$ cat src/lcjdz_pkg.sv
// Shared types, constants and the axis shaping function of the load-cell joystick unit.
// No dependencies; imported by the top level.
package lcjdz_pkg;

    // Field widths fixed by the sample and axis formats.
    localparam int SAMPLE_W   = 16;
    localparam int AVG_W      = 17;
    localparam int DIFF_W     = 18;
    localparam int AXIS_W     = 8;
    localparam int DZ_W       = 16;
    localparam int CFG_DATA_W = 32;
    localparam int CFG_ADDR_W = 5;
    localparam int CELL_COUNT = 4;
    localparam int AXIS_LIMIT = 127;

    // Register map, one 32-bit word per register.
    typedef enum logic [2:0] {
        REG_OFFSET_NORTH = 3'd0,
        REG_OFFSET_SOUTH = 3'd1,
        REG_OFFSET_EAST  = 3'd2,
        REG_OFFSET_WEST  = 3'd3,
        REG_DEAD_ZONE    = 3'd4
    } reg_index_t;

    // Cells arrive in this fixed order.
    typedef enum logic [1:0] {
        CELL_NORTH = 2'd0,
        CELL_SOUTH = 2'd1,
        CELL_EAST  = 2'd2,
        CELL_WEST  = 2'd3
    } cell_t;

    // Magnitude and direction of one axis before the dead zone is applied.
    typedef struct packed {
        logic [DIFF_W-1:0] mag;
        logic              neg;
    } axis_diff_t;

    // Removes the dead zone, clamps to the axis limit and applies the direction.
    function automatic logic signed [AXIS_W-1:0] axis_value(
        input axis_diff_t       d,
        input logic [DZ_W-1:0]  dz
    );
        logic [DIFF_W-1:0] excess;
        logic [AXIS_W-1:0] mag8;
        excess = d.mag - {{(DIFF_W-DZ_W){1'b0}}, dz};
        if (d.mag <= {{(DIFF_W-DZ_W){1'b0}}, dz}) begin
            mag8 = '0;
        end else if (excess > DIFF_W'(AXIS_LIMIT)) begin
            mag8 = AXIS_W'(AXIS_LIMIT);
        end else begin
            mag8 = excess[AXIS_W-1:0];
        end
        return d.neg ? AXIS_W'(-mag8) : mag8;
    endfunction

endpackage

$ cat src/load_cell_joystick_axis_deadzone_unit.sv
// Load-cell joystick axis unit: per-cell averaging, dead zone and clamp.
// Depends on lcjdz_pkg for widths, register codes and the axis function.
//
// Usage:
//   The slave stream carries one signed 16-bit ADC sample per beat. Samples
//   arrive as SAMPLES_PER_CHANNEL beats of the north cell, then south, east
//   and west. After the last west beat the unit emits one master beat with
//   the X and Y axes (-127..127). All other beats produce no output.
//   The APB port holds the four cell offsets and the dead zone; the user
//   must write it only while the unit is idle, which the unit does not enforce.
// Throughput: one sample per cycle unless stalled. Every stage is a single
//   short step (add, abs, one multiply by the reciprocal of the sample count,
//   axis diff, dead-zone clamp), so the pipeline never iterates.
// Path: the final west sample passes the accumulate, abs, multiply, average
//   store, diff and clamp registers before the result beat is valid.
// Reset: synchronous, active low. Offsets, dead zone, accumulator and
//   sample counters clear; averages are rewritten every round.
// Stall: a result waits in the output register while samples keep flowing.
//   Only when a second result reaches the output stage before the first is
//   taken does the whole pipeline hold and s_tready drop.
module load_cell_joystick_axis_deadzone_unit
    import lcjdz_pkg::*;
#(
    parameter int SAMPLES_PER_CHANNEL = 8
) (
    input  logic                  aclk,
    input  logic                  aresetn,
    // Sample stream
    input  logic                  s_tvalid,
    output logic                  s_tready,
    input  logic [15:0]           s_tdata,   // [15:0] sample
    // Axis stream
    output logic                  m_tvalid,
    input  logic                  m_tready,
    output logic [15:0]           m_tdata,   // [7:0] axis_x, [15:8] axis_y
    // Configuration port
    input  logic                  psel,
    input  logic                  penable,
    input  logic                  pwrite,
    input  logic [CFG_ADDR_W-1:0] paddr,
    input  logic [CFG_DATA_W-1:0] pwdata,
    output logic [CFG_DATA_W-1:0] prdata,
    output logic                  pready
);

    // Widths derived from the sample count.
    localparam int LOG_N     = $clog2(SAMPLES_PER_CHANNEL);
    localparam int WIN_W     = (LOG_N > 0) ? LOG_N : 1;
    localparam int MAG_W     = AVG_W + LOG_N;
    localparam int SUM_W     = MAG_W + 1;
    localparam int DIV_SHIFT = MAG_W + LOG_N;
    localparam int REC_W     = MAG_W + 2;
    localparam int PROD_W    = MAG_W + REC_W;
    localparam longint RECIP =
        ((longint'(1) << DIV_SHIFT) + SAMPLES_PER_CHANNEL - 1) / SAMPLES_PER_CHANNEL;

    // Configuration registers.
    logic signed [SAMPLE_W-1:0] off_n_reg, off_s_reg, off_e_reg, off_w_reg;
    logic [DZ_W-1:0]            dz_reg;

    // Accumulator and position within the round.
    logic signed [SUM_W-1:0] sum_reg;
    logic [WIN_W-1:0]        win_reg;
    cell_t                   cell_reg;

    // Pipeline: divide input, magnitude, product, averages, diffs, output.
    logic                    div_valid_reg;
    cell_t                   div_cell_reg;
    logic signed [SUM_W-1:0] div_sum_reg;
    logic                    mag_valid_reg;
    cell_t                   mag_cell_reg;
    logic                    mag_neg_reg;
    logic [MAG_W-1:0]        mag_reg;
    logic                    prod_valid_reg;
    cell_t                   prod_cell_reg;
    logic                    prod_neg_reg;
    logic [PROD_W-1:0]       prod_reg;
    logic signed [AVG_W-1:0] avg_reg [CELL_COUNT];
    logic                    done_reg;
    logic                    dif_valid_reg;
    axis_diff_t              dif_x_reg, dif_y_reg;
    logic                    m_tvalid_reg;
    logic [15:0]             m_tdata_reg;

    logic                    stall;
    logic                    accept;
    logic                    last_in_cell;
    logic signed [SAMPLE_W-1:0] cur_off;
    logic signed [AVG_W-1:0]    term;
    logic signed [SUM_W-1:0]    sum_next;
    logic [AVG_W-1:0]           quot;
    logic signed [AVG_W-1:0]    avg_next;
    logic signed [DIFF_W-1:0]   dy, dx;
    logic                       cfg_write;
    reg_index_t                 cfg_idx;

    // Handshake: hold everything only when a new result meets a full output.
    assign stall    = m_tvalid_reg && !m_tready && dif_valid_reg;
    assign s_tready = !stall;
    assign accept   = s_tvalid && s_tready;
    assign m_tvalid = m_tvalid_reg;
    assign m_tdata  = m_tdata_reg;

    // Configuration decode and read-back.
    assign pready    = 1'b1;
    assign cfg_idx   = reg_index_t'(paddr[CFG_ADDR_W-1:2]);
    assign cfg_write = psel && penable && pwrite && pready;

    always_comb begin
        prdata = '0;
        unique case (cfg_idx)
            REG_OFFSET_NORTH: prdata = CFG_DATA_W'(off_n_reg);
            REG_OFFSET_SOUTH: prdata = CFG_DATA_W'(off_s_reg);
            REG_OFFSET_EAST:  prdata = CFG_DATA_W'(off_e_reg);
            REG_OFFSET_WEST:  prdata = CFG_DATA_W'(off_w_reg);
            REG_DEAD_ZONE:    prdata = {{(CFG_DATA_W-DZ_W){1'b0}}, dz_reg};
            default:          prdata = '0;
        endcase
    end

    always_ff @(posedge aclk) begin
        if (!aresetn) begin
            off_n_reg <= '0;
            off_s_reg <= '0;
            off_e_reg <= '0;
            off_w_reg <= '0;
            dz_reg    <= '0;
        end else if (cfg_write) begin
            unique case (cfg_idx)
                REG_OFFSET_NORTH: off_n_reg <= pwdata[SAMPLE_W-1:0];
                REG_OFFSET_SOUTH: off_s_reg <= pwdata[SAMPLE_W-1:0];
                REG_OFFSET_EAST:  off_e_reg <= pwdata[SAMPLE_W-1:0];
                REG_OFFSET_WEST:  off_w_reg <= pwdata[SAMPLE_W-1:0];
                REG_DEAD_ZONE:    dz_reg    <= pwdata[DZ_W-1:0];
                default:          ;
            endcase
        end
    end

    // Offset of the cell being sampled, subtracted from each beat.
    always_comb begin
        unique case (cell_reg)
            CELL_NORTH: cur_off = off_n_reg;
            CELL_SOUTH: cur_off = off_s_reg;
            CELL_EAST:  cur_off = off_e_reg;
            CELL_WEST:  cur_off = off_w_reg;
            default:    cur_off = off_n_reg;
        endcase
    end

    assign term = {s_tdata[SAMPLE_W-1], s_tdata} - {cur_off[SAMPLE_W-1], cur_off};
    assign sum_next = ((win_reg == '0) ? '0 : sum_reg)
                    + {{(SUM_W-AVG_W){term[AVG_W-1]}}, term};
    assign last_in_cell = (win_reg == WIN_W'(SAMPLES_PER_CHANNEL - 1));

    // Accumulator and round position, advanced per accepted beat.
    always_ff @(posedge aclk) begin
        if (!aresetn) begin
            sum_reg  <= '0;
            win_reg  <= '0;
            cell_reg <= CELL_NORTH;
        end else if (accept) begin
            sum_reg <= last_in_cell ? '0 : sum_next;
            if (last_in_cell) begin
                win_reg  <= '0;
                cell_reg <= cell_t'(cell_reg + 2'd1);
            end else begin
                win_reg <= win_reg + WIN_W'(1);
            end
        end
    end

    // Division by the sample count: reciprocal multiply on the magnitude.
    assign quot     = prod_reg[DIV_SHIFT +: AVG_W];
    assign avg_next = prod_neg_reg ? AVG_W'(-quot) : quot;

    // Axis differences from the four stored averages.
    assign dy = {avg_reg[CELL_SOUTH][AVG_W-1], avg_reg[CELL_SOUTH]}
              - {avg_reg[CELL_NORTH][AVG_W-1], avg_reg[CELL_NORTH]};
    assign dx = {avg_reg[CELL_WEST][AVG_W-1], avg_reg[CELL_WEST]}
              - {avg_reg[CELL_EAST][AVG_W-1], avg_reg[CELL_EAST]};

    // Pipeline valid bits and the output register.
    always_ff @(posedge aclk) begin
        if (!aresetn) begin
            div_valid_reg  <= 1'b0;
            mag_valid_reg  <= 1'b0;
            prod_valid_reg <= 1'b0;
            done_reg       <= 1'b0;
            dif_valid_reg  <= 1'b0;
            m_tvalid_reg   <= 1'b0;
        end else begin
            if (!stall) begin
                div_valid_reg  <= accept && last_in_cell;
                mag_valid_reg  <= div_valid_reg;
                prod_valid_reg <= mag_valid_reg;
                done_reg       <= prod_valid_reg && (prod_cell_reg == CELL_WEST);
                dif_valid_reg  <= done_reg;
            end
            if (dif_valid_reg && !stall) begin
                m_tvalid_reg <= 1'b1;
            end else if (m_tready) begin
                m_tvalid_reg <= 1'b0;
            end
        end
    end

    // Pipeline payload.
    always_ff @(posedge aclk) begin
        if (!stall) begin
            div_cell_reg  <= cell_reg;
            div_sum_reg   <= sum_next;
            mag_cell_reg  <= div_cell_reg;
            mag_neg_reg   <= div_sum_reg[SUM_W-1];
            mag_reg       <= div_sum_reg[SUM_W-1] ? MAG_W'(-div_sum_reg)
                                                  : MAG_W'(div_sum_reg);
            prod_cell_reg <= mag_cell_reg;
            prod_neg_reg  <= mag_neg_reg;
            prod_reg      <= PROD_W'(mag_reg) * PROD_W'(REC_W'(RECIP));
            if (prod_valid_reg) begin
                avg_reg[prod_cell_reg] <= avg_next;
            end
            dif_y_reg.neg <= dy[DIFF_W-1];
            dif_y_reg.mag <= dy[DIFF_W-1] ? DIFF_W'(-dy) : DIFF_W'(dy);
            dif_x_reg.neg <= dx[DIFF_W-1];
            dif_x_reg.mag <= dx[DIFF_W-1] ? DIFF_W'(-dx) : DIFF_W'(dx);
        end
        if (dif_valid_reg && !stall) begin
            m_tdata_reg <= {axis_value(dif_y_reg, dz_reg), axis_value(dif_x_reg, dz_reg)};
        end
    end

    // The axes never reach the most negative code.
    a_axis_range: assert property (@(posedge aclk) disable iff (!aresetn)
        m_tvalid |-> (m_tdata[7:0] != 8'h80) && (m_tdata[15:8] != 8'h80))
        else $error("axis value outside -127..127");

    // The final west beat wraps the round back to the north cell.
    a_round_wrap: assert property (@(posedge aclk) disable iff (!aresetn)
        accept && last_in_cell && (cell_reg == CELL_WEST)
        |=> (cell_reg == CELL_NORTH) && (win_reg == '0))
        else $error("round position did not wrap after the west cell");

    // A round spans all four cells, so two results never overlap.
    a_result_spacing: assert property (@(posedge aclk) disable iff (!aresetn)
        $onehot0({done_reg, dif_valid_reg}))
        else $error("two round results in flight at once");

    // A result reaching a held output must freeze the sample side.
    a_stall_blocks: assert property (@(posedge aclk) disable iff (!aresetn)
        m_tvalid && !m_tready && dif_valid_reg |=> $stable(sum_reg) && $stable(win_reg))
        else $error("accumulator moved while the pipeline was held");

endmodule
$ cat config.mk
export PLATFORM = sky130hd
export DESIGN_NAME = load_cell_joystick_axis_deadzone_unit
export DESIGN_NICKNAME = d
export VERILOG_FILES = /design/src/lcjdz_pkg.sv /design/src/load_cell_joystick_axis_deadzone_unit.sv
export SDC_FILE = /design/constraint.sdc
export NUM_CORES = 1
export LEC_CHECK = 0
export ABC_AREA = 1
export BUFFER_PORTS_ARGS = -buffer_cell sky130_fd_sc_hd__buf_2
export CELL_PAD_IN_SITES_DETAIL_PLACEMENT = 0
export CELL_PAD_IN_SITES_GLOBAL_PLACEMENT = 1
export CORE_MARGIN = 1
export CORE_UTILIZATION = 51
export CTS_BUF_LIST = sky130_fd_sc_hd__clkbuf_4 sky130_fd_sc_hd__clkbuf_8
export DETAILED_ROUTE_END_ITERATION = 12
export PLACE_DENSITY = 0.89
export SYNTH_ARGS = -nofsm -noshare
export SYNTH_HDL_FRONTEND = slang
export SYNTH_SLANG_ARGS = --single-unit
$ cat constraint.sdc
create_clock -name aclk -period 9.7 [get_ports aclk]
set_input_delay 0 -clock aclk [delete_from_list [all_inputs] [get_ports aclk]]
set_output_delay 0 -clock aclk [all_outputs]
set_load 0.02 [all_outputs]
* After elaboration in Yosys (flattened, before gate mapping) *
Memory sizes are Yosys's and may differ from the RTL's.
Index checks and enable logic that the tools add are counted.

cells by class
  $add $sub $neg = 14
  $lt $le $gt $ge = 4
  eq/ne operators = 9
  muxes and demuxes = 22
  reduce and logical (&&, ||, !) cells = 20

operators by type and width
  cell                   number
  $pmux W32 S5           1
  $mux W8                8
  $pmux W16 S4           1
  $mux W17               3
  $mux W21               2
  $gt A18 B7 Y1 const B  2
  $le A18 B16 Y1         2
  $neg A18 Y18           2
  $sub A17 B17 Y18       2
  $sub A18 B16 Y18       2
  $add A21 B21 Y21       1
  $mux W20               1
  $neg A20 Y20           1
  $neg A17 Y17           1
  $sub A16 B16 Y17       1
  $neg A8 Y8             2
  $reduce_and A2 Y1      6
  $logic_and A1 B1 Y1    8
  $eq A2 B2 Y1 const B   3
  $eq A3 B2 Y1 const B   2
  $eq A3 B3 Y1 const B   2
  $logic_not A3 Y1       2
  $mux W1                5
  $add A3 B1 Y3 const B  1
  other kinds (7)        8

storage, ports and cells
  register bits = 235
  bits in writable memories = 68
  memories = 1

memory list
  memory   depth  bits a word  read ports  clocked after memory_dff  wr ports  line                                         RTL
  avg_reg  4      17           4           0                         1         load_cell_joystick_axis_deadzone_unit.sv:78  logic signed [AVG_W-1:0] avg_reg [CELL_COUNT];

* Longest topological paths before layout *
Gate-level depths: netlist (run 1).

  word-level depth = 8
  mapped depth = 35
  gate-level depth less buffers = 34

* Worst setup path after synthesis (run 1) *
No wires, ideal clock.

  kind = register to register
  start = reg m_tvalid_reg (netlist: m_tvalid)
  end = mem avg_reg[0][0] (enable)
  arrival time = 4391 ps
  data required time = 9288 ps
  setup slack = 4896 ps
  stages on the path, launching flop included = 6
  buffers on the path = 0
  clock period less this slack = 4804 ps
  cells stage by stage = dfxtp_1 -> nand2_1 -> nor2_1 -> inv_1 -> nand2_1 -> nor3_1

on the way
  longest elaborated chain between the ends = 4

ends and longest elaborated chain
  item                               line                                          RTL
  start: declaration                 load_cell_joystick_axis_deadzone_unit.sv:82   logic m_tvalid_reg;
  start signal: assignment           load_cell_joystick_axis_deadzone_unit.sv:191  m_tvalid_reg <= 1'b0;
  start signal: assignment           load_cell_joystick_axis_deadzone_unit.sv:201  m_tvalid_reg <= 1'b1;
  start signal: assignment           load_cell_joystick_axis_deadzone_unit.sv:203  m_tvalid_reg <= 1'b0;
  $logic_and A1 B1 Y1 (2 in series)  load_cell_joystick_axis_deadzone_unit.sv:98   assign stall = m_tvalid_reg && !m_tready && dif_valid_reg;
  $mux W1                            load_cell_joystick_axis_deadzone_unit.sv:210  if (!stall) begin
  $mux W1 (implied by the code)      load_cell_joystick_axis_deadzone_unit.sv:221  avg_reg[prod_cell_reg] <= avg_next;
  end: declaration                   load_cell_joystick_axis_deadzone_unit.sv:78

Every way passes these cells.

* Final worst setup path (run 1) *
  start = reg cell_reg[0]
  end = reg div_sum_reg[20], data pin

on the way
  longest elaborated chain between the ends = 4
  elaborated cells between the ends (all ways) = 7
  those cells by class = add/sub (2); eq/ne (3); mux (1); reduce/logical (1)

ends and longest elaborated chain
  item                                        line                                          RTL
  start: declaration                          load_cell_joystick_axis_deadzone_unit.sv:64   cell_t cell_reg;
  start signal: assignment                    load_cell_joystick_axis_deadzone_unit.sv:166  cell_reg <= cell_t'(cell_reg + 2'd1);
  $eq A2 B2 Y1, or another cell as far along  load_cell_joystick_axis_deadzone_unit.sv:142  unique case (cell_reg)
  $pmux W16 S4 (*)                            load_cell_joystick_axis_deadzone_unit.sv:142
  $sub A16 B16 Y17 (*)                        load_cell_joystick_axis_deadzone_unit.sv:151  assign term = {s_tdata[SAMPLE_W-1], s_tdata} - {cur_off[SAMPLE_W-1], cur_off};
  $add A21 B21 Y21 (*)                        load_cell_joystick_axis_deadzone_unit.sv:153  + {{(SUM_W-AVG_W){term[AVG_W-1]}}, term};
  via sum_next[20]                            load_cell_joystick_axis_deadzone_unit.sv:90   logic signed [SUM_W-1:0] sum_next;
  end signal: assignment                      load_cell_joystick_axis_deadzone_unit.sv:212  div_sum_reg <= sum_next;
  end: declaration                            load_cell_joystick_axis_deadzone_unit.sv:69   logic signed [SUM_W-1:0] div_sum_reg;

The timed path passes the listed nets; every way through them passes the cells marked *.
A chain may end at the register's enable or synchronous reset.

==> results of run 1 <==
[routing by layer]
layer | wire (um) | track usage (%) | up-vias
met5 | 0 | 0 | -
met4 | 1600 | 10.3 | 0
met3 | 2420 | 3.42 | 97
met2 | 21700 | 42.7 | 461
met1 | 19700 | 30.9 | 7163
li1 | - | - | 8033
[kinds of logic after synthesis]
kind of cell,Yosys count,synth area share [%]
xor gates and xnor gates,125,5.95
other,1,0.0201
and+or+nand+nor,1029,23.4
adders and majority gates,120,8.29
AOI/OAI and AO/OA,391,11.9
buffers and inverters,407,8.61
DFF,297,41.8
[through the flow]
| stage | setup slack, ns | cell area [sq um] | power [mW] | hold WS [ns] |
|---|---|---|---|---|
| floorplan | 4.90 | 18700 | 2.07 | 0.135 |
| global placement | 4.35 | 19500 | 2.23 | 0.291 |
| detailed placement | 4.30 | 19500 | 2.26 | 0.308 |
| CTS | 4.29 | 20800 | 3.49 | 0.0300 |
| global route | 3.71 | 20800 | 3.63 | 0.100 |
| finish | 4.24 | 20800 | 3.46 | 0.107 |
[layout make-up]
cell class | count | area share [%]
Multi-Input combinational cell | 1666 | 44.6
Clock inverter | 33 | 1.49
Sequential cell | 297 | 37.5
Tap cell | 461 | 2.78
Inverter | 346 | 6.26
Timing Repair Buffer | 120 | 3.46
Clock buffer | 62 | 3.87
[synthesized netlist by cell type, drive strengths merged (6+ instances only)]
cell type,number,area [sq um]
nand4,29,181
and2,7,47.6
nand2,580,2230
a21oi,144,732
a31oi,6,37.5
xnor2,39,342
a221oi,10,87.6
clkbuf,43,171
nand3b,10,75.1
edfxtp,185,5560
o21ai,148,752
o22ai,32,200
buf,18,136
o2111ai,7,61.3
nor2,255,997
xor2,86,768
a22oi,6,45.0
ha,114,1430
nand3,109,581
a22o,6,52.6
inv,345,1300
fa,6,120
o21a,6,45.0
dfxtp,112,2240
nor3,34,220
o21bai,8,67.6
[how the worst min path moves through the flow]
stage,start,to,slack [ns],cells after the start
after floorplan,pwdata[0],off_e_reg[0],0.13,2
after global placement,pwdata[4],off_s_reg[4],0.29,3
after detailed placement,pwdata[7],off_s_reg[7],0.31,3
after CTS,penable,dz_reg[0],0.03,5
after global routing,penable,dz_reg[0],0.10,5
final,penable,dz_reg[0],0.11,5
[what timing repair did]
item | in CTS | in global routing
gates resized for setup | 0 | 0
setup endpoints to repair | 0 | 0
hold endpoints to repair | 107 | 0
hold buffers | 18 | 0
[cells in the final DEF (no fill, tap or decap), types with 39 or more instances in the layout]
master / synthesis / final
a21oi_1: 141 / 140
buf_2: 1 / 91
clkbuf_8: 1 / 54
dfxtp_1: 112 / 112
edfxtp_1: 185 / 185
ha_1: 114 / 114
inv_1: 338 / 337
nand2_1: 560 / 560
nand3_1: 102 / 102
nor2_1: 245 / 244
o21ai_0: 139 / 139
xnor2_1: 39 / 39
xor2_1: 84 / 84
[worst max-delay path, delay by kind of cell (launching register included)]
kind	cells	cell delay [ns]
simple gates	19	1.66
compound gates	6	1.21
fa+ha+maj	3	1.16
buf+inv	2	0.55
flops	1	0.33
xor+xnor	1	0.27
[power breakdown]
group / switching (mW) / leakage, nW / internal (mW)
Combinational: 0.374 / 6.20 / 0.188
Clock: 0.530 / 0.574 / 0.690
Sequential: 0.0794 / 2.75 / 1.59
==> flow_metrics.env, run 1 <==
export IMPL_outcome="completed"
export IMPL_cap_violations=0
export IMPL_initial_core_util_pct=52.2
export IMPL_finalSetupViolations=0
export IMPL_worst_path_max_fanout=9
export IMPL_r2r_start="cell_reg[0]"
export IMPL_pin_count=111
export IMPL_end_kind="register"
export IMPL_cp_arrival_ns=5.80
export IMPL_drive_above_1_share_pct=10.5
export IMPL_grt_overflow=0
export IMPL_synth_edff_count=185
export IMPL_ff_latch_area_sq_um=7800
export IMPL_tightest_slew_ns=1.19
export IMPL_clk_insertion_delay_late_ns=0.58
export IMPL_ant_nets=0
export IMPL_path_class="reg -> reg"
export IMPL_rows=69
export IMPL_finalHoldViolCount=0
export IMPL_reg2reg_slack_ns=4.24
export IMPL_worstRegToRegCells=31
export IMPL_final_max_slew_viol_count=0
export IMPL_final_util_pct=58.1
export IMPL_min_period_over_period_pct=56.3
export IMPL_die_x_um=193
export IMPL_cts_setup_buffers=0
export IMPL_synth_cell_area_sq_um=18700
export IMPL_stdcell_count=2985
export IMPL_clockBufferDepth=3
export IMPL_hold_class="in -> reg"
export IMPL_place_hpwl_um=34400
export IMPL_dieHeight_um=193
export IMPL_peakVddDrop_mv=0.110
export IMPL_cts_buffers=51
export IMPL_grt_pass1_vias=15319
export IMPL_grt_pass1_wl_um=74600
export IMPL_core_area_sq_um=35700
export IMPL_route_detailed_wl_per_inst_um=15.2
export IMPL_crit_required_ns=10.04
export IMPL_drc=0
export IMPL_cp_start_kind="register"
export IMPL_clk_pin_slew_ns=0.06
export IMPL_syn_area_per_cell_sq_um=7.87
export IMPL_track_usage_pct=24.6
export IMPL_htreeDepth=2
export IMPL_clock_sinks=297
export IMPL_crit_start="cell_reg[0]"
export IMPL_fin_setup_tns_ns=0
export IMPL_finalClockSkew_ns=0.0189
export IMPL_wirelength_um=45400
export IMPL_multi_input_area_sq_um=9270
export IMPL_fillerInstances=3252
export IMPL_dieArea_sq_um=37400
export IMPL_max_slew_margin_pct=20.9
export IMPL_cp_endpoint="div_sum_reg[20]"
export IMPL_synth_seq_cells=297
export IMPL_placedCellCount=2872
export IMPL_num_vias=15754
export IMPL_io_buffer_count=91
export IMPL_cts_tree="yes"
export IMPL_syn_num_nets=2550
export IMPL_worst_r2r_endpoint="div_sum_reg[20]"
export IMPL_synth_warnings=0
export IMPL_ys_types=56
export IMPL_finalCriticalPeriod_ns=5.46
export IMPL_cp_slowest_cell="ha_1"
export IMPL_largest_reg_flops=68
export IMPL_p_per_area_nw_per_um2=166
export IMPL_final_nets=2662
export IMPL_drt_iter0_markers=1032
export IMPL_max_stage_delay_ns=0.43
export IMPL_syn_inst=2370
export IMPL_leakagePower_nw=9.52
export IMPL_antenna_found_initial=0
export IMPL_grt_start_max_net_pins=90
export IMPL_num_antenna_cells=0
export IMPL_ys_flop_type="edfxtp_1"
export IMPL_fmaxAchievable_mhz=183
export IMPL_routed_via_density=5.28
export IMPL_ys_seq_area_share_pct=41.8
export IMPL_gp_congestion=0.902
export IMPL_area_growth_syn_to_layout_pct=11.4
export IMPL_dr_pass1_iters=7
export IMPL_root_buffer="clkbuf_8"
export IMPL_rsz0062_at_grt="false"
export IMPL_cpMostUsedCell="nand2_1"
export IMPL_synthArstFlopShare_pct=0
Power figures use the tool's default switching activity.
==> run 2: changes to the inputs <==
--- a/config.mk
+++ b/config.mk
@@ -10,10 +10,10 @@
 export CELL_PAD_IN_SITES_DETAIL_PLACEMENT = 0
 export CELL_PAD_IN_SITES_GLOBAL_PLACEMENT = 1
 export CORE_MARGIN = 1
-export CORE_UTILIZATION = 51
+export CORE_UTILIZATION = 43
 export CTS_BUF_LIST = sky130_fd_sc_hd__clkbuf_4 sky130_fd_sc_hd__clkbuf_8
 export DETAILED_ROUTE_END_ITERATION = 12
-export PLACE_DENSITY = 0.89
+export PLACE_DENSITY = 0.8
 export SYNTH_ARGS = -nofsm -noshare
 export SYNTH_HDL_FRONTEND = slang
 export SYNTH_SLANG_ARGS = --single-unit
==> constraint.sdc (replaced) <==
create_clock -name aclk -period 4.7 [get_ports aclk]
set_input_delay 0 -clock aclk [delete_from_list [all_inputs] [get_ports aclk]]
set_output_delay 0 -clock aclk [all_outputs]
set_load 0.02 [all_outputs]
==> run 2 against run 1 <==
Net effect:
- clock skew grew 0.0097 ns
- critical path type unchanged
- via count rose by 0.95%
- highest routed layer unchanged
- global-route usage shrank 2.1 points
==> flow_metrics.env, run 2 (synthesis gave the netlist of run 1 again) <==
export IMPL_outcome="completed"
export IMPL_routed_via_density=5.04
export IMPL_max_slew_margin_pct=32.5
export IMPL_grt_pass1_wl_um=78200
export IMPL_layout_common_cells="560 x nand2_1, 334 x inv_1, 241 x nor2_1"
export IMPL_end_kind="register"
export IMPL_reg2reg_slack_ns=0.33
export IMPL_fillerInstances=4114
export IMPL_crit_family="adder cells"
export IMPL_ant_nets=0
export IMPL_wirelength_um=49500
export IMPL_crit_start="cell_reg[0]"
export IMPL_antenna_found_initial=0
export IMPL_htreeDepth=2
export IMPL_grt_overflow=0
export IMPL_cap_violations=0
export IMPL_drive_above_1_share_pct=13.1
export IMPL_io_buffer_count=91
export IMPL_final_max_slew_viol_count=0
export IMPL_cts_tree="yes"
export IMPL_path_buf_inv=6
export IMPL_cp_endpoint="div_sum_reg[20]"
export IMPL_initial_core_util_pct=44.0
export IMPL_gp_congestion=0.937
export IMPL_pin_count=111
export IMPL_crit_required_ns=5.08
export IMPL_finalPower_mw=7.38
export IMPL_worstRegToRegCells=28
export IMPL_tightest_slew_ns=1.01
export IMPL_cp_depth=28
export IMPL_root_buffer="clkbuf_8"
export IMPL_die_x_um=210
export IMPL_dr_pass1_iters=6
export IMPL_max_stage_delay_ns=0.41
export IMPL_clk_pin_slew_ns=0.07
export IMPL_p_per_area_nw_per_um2=344
export IMPL_worst_r2r_endpoint="div_sum_reg[20]"
export IMPL_dieArea_sq_um=44200
export IMPL_fmaxAchievable_mhz=229
export IMPL_track_usage_pct=22.6
export IMPL_worst_path_max_fanout=6
export IMPL_cpMostUsedCell="nand2_1"
export IMPL_grt_start_max_net_pins=58
export IMPL_clockBufferDepth=3
export IMPL_hold_class="in -> reg"
export IMPL_grt_pass1_vias=15223
export IMPL_path_class="reg -> reg"
export IMPL_num_antenna_cells=0
export IMPL_min_period_over_period_pct=93.0
export IMPL_place_hpwl_um=37800
export IMPL_final_nets=2714
export IMPL_cp_slowest_cell="fa_1"
export IMPL_finalCriticalPeriod_ns=4.37
export IMPL_finalClockSkew_ns=0.0286
export IMPL_rows=75
export IMPL_leakagePower_nw=9.82
export IMPL_finalSetupViolations=0
export IMPL_drc=0
export IMPL_preCtsSetupSlack_ns=0.0832
export IMPL_core_area_sq_um=42400
export IMPL_worst_slack_ns=0.327
export IMPL_cts_buffers=55
export IMPL_clk_insertion_delay_late_ns=0.64
export IMPL_fin_setup_tns_ns=0
export IMPL_dieHeight_um=210
export IMPL_cp_arrival_ns=4.76
export IMPL_finalHoldViolCount=0
export IMPL_peakVddDrop_mv=0.259
export IMPL_layout_commonest_cell="nand2_1"
export IMPL_route_detailed_wl_per_inst_um=15.7
export IMPL_r2r_start="cell_reg[0]"
export IMPL_num_vias=15904
export IMPL_area_growth_syn_to_layout_pct=15.1
export IMPL_holdWs_ns=0.0645
export IMPL_largest_reg_flops=68
export IMPL_clock_sinks=297
export IMPL_drt_iter0_markers=959
export IMPL_cp_start_kind="register"
==> run 2: worst min path at each step <==
stage               cells after the start  slack [ns]  startpoint              to
finish                                  5        0.06      pwrite       dz_reg[0]
detailed placement                      3        0.30   pwdata[4]    off_n_reg[4]
CTS                                     5       0.003      pwrite       dz_reg[0]
floorplan                               2        0.13   pwdata[0]    off_e_reg[0]
global route                            3        0.08  s_tdata[1]  div_sum_reg[1]
global placement                        3        0.30   pwdata[4]    off_n_reg[4]
==> run 2: worst reg2reg max path, delay by kind of cell (launching register included) <==
kind	cells	cell delay, ns
fa+ha+maj	4	1.12
simple gates	11	0.98
compound gates	6	0.88
buf+inv	6	0.51
flops	1	0.35
xor+xnor	1	0.30
==> run 2: area by class of cell <==
cell class	count	area, sq um	area share [%]
clock inverters	34	273	1.27
multi-input cells	1666	9370	43.7
repair buffers	168	1090	5.07
inverters	346	1300	6.07
clock buffers	70	913	4.25
well taps	577	722	3.36
flip-flops and latches	297	7800	36.3
==> run 2: metrics by stage <==
stage | std cells | instance area (sq um) | util (%)
2_1_floorplan | 2370 | 18700 | -
3_3_place_gp | 3031 | 20000 | 47.0
3_5_place_dp | 3031 | 20000 | 47.0
4_1_cts | 3156 | 21300 | 50.3
5_1_grt | 3158 | 21500 | 50.6
6_report | 3158 | 21500 | 50.6
==> run 2: power breakdown <==
| group | leakage [nW] | switching (mW) | internal [mW] |
|---|---|---|---|
| registers | 2.75 | 0.171 | 3.29 |
| clock network | 0.621 | 1.15 | 1.50 |
| logic | 6.45 | 0.824 | 0.435 |
==> run 2: metal layers <==
layer | track usage (%) | vias up | share of wire (%)
met5 | 0 | - | 0
met4 | 8.05 | 0 | 2.9
met3 | 4.44 | 87 | 6.1
met2 | 38.0 | 416 | 47
met1 | 28.7 | 7261 | 44
li1 | - | 8140 | -
==> run 2: repair_timing <==
item / in CTS / in global routing
resized for setup: 0 / 28
setup buffers: 0 / 2
endpoints found under the hold margin: 86 / 0
hold buffers: 21 / 0
setup endpoints to repair: 0 / 14
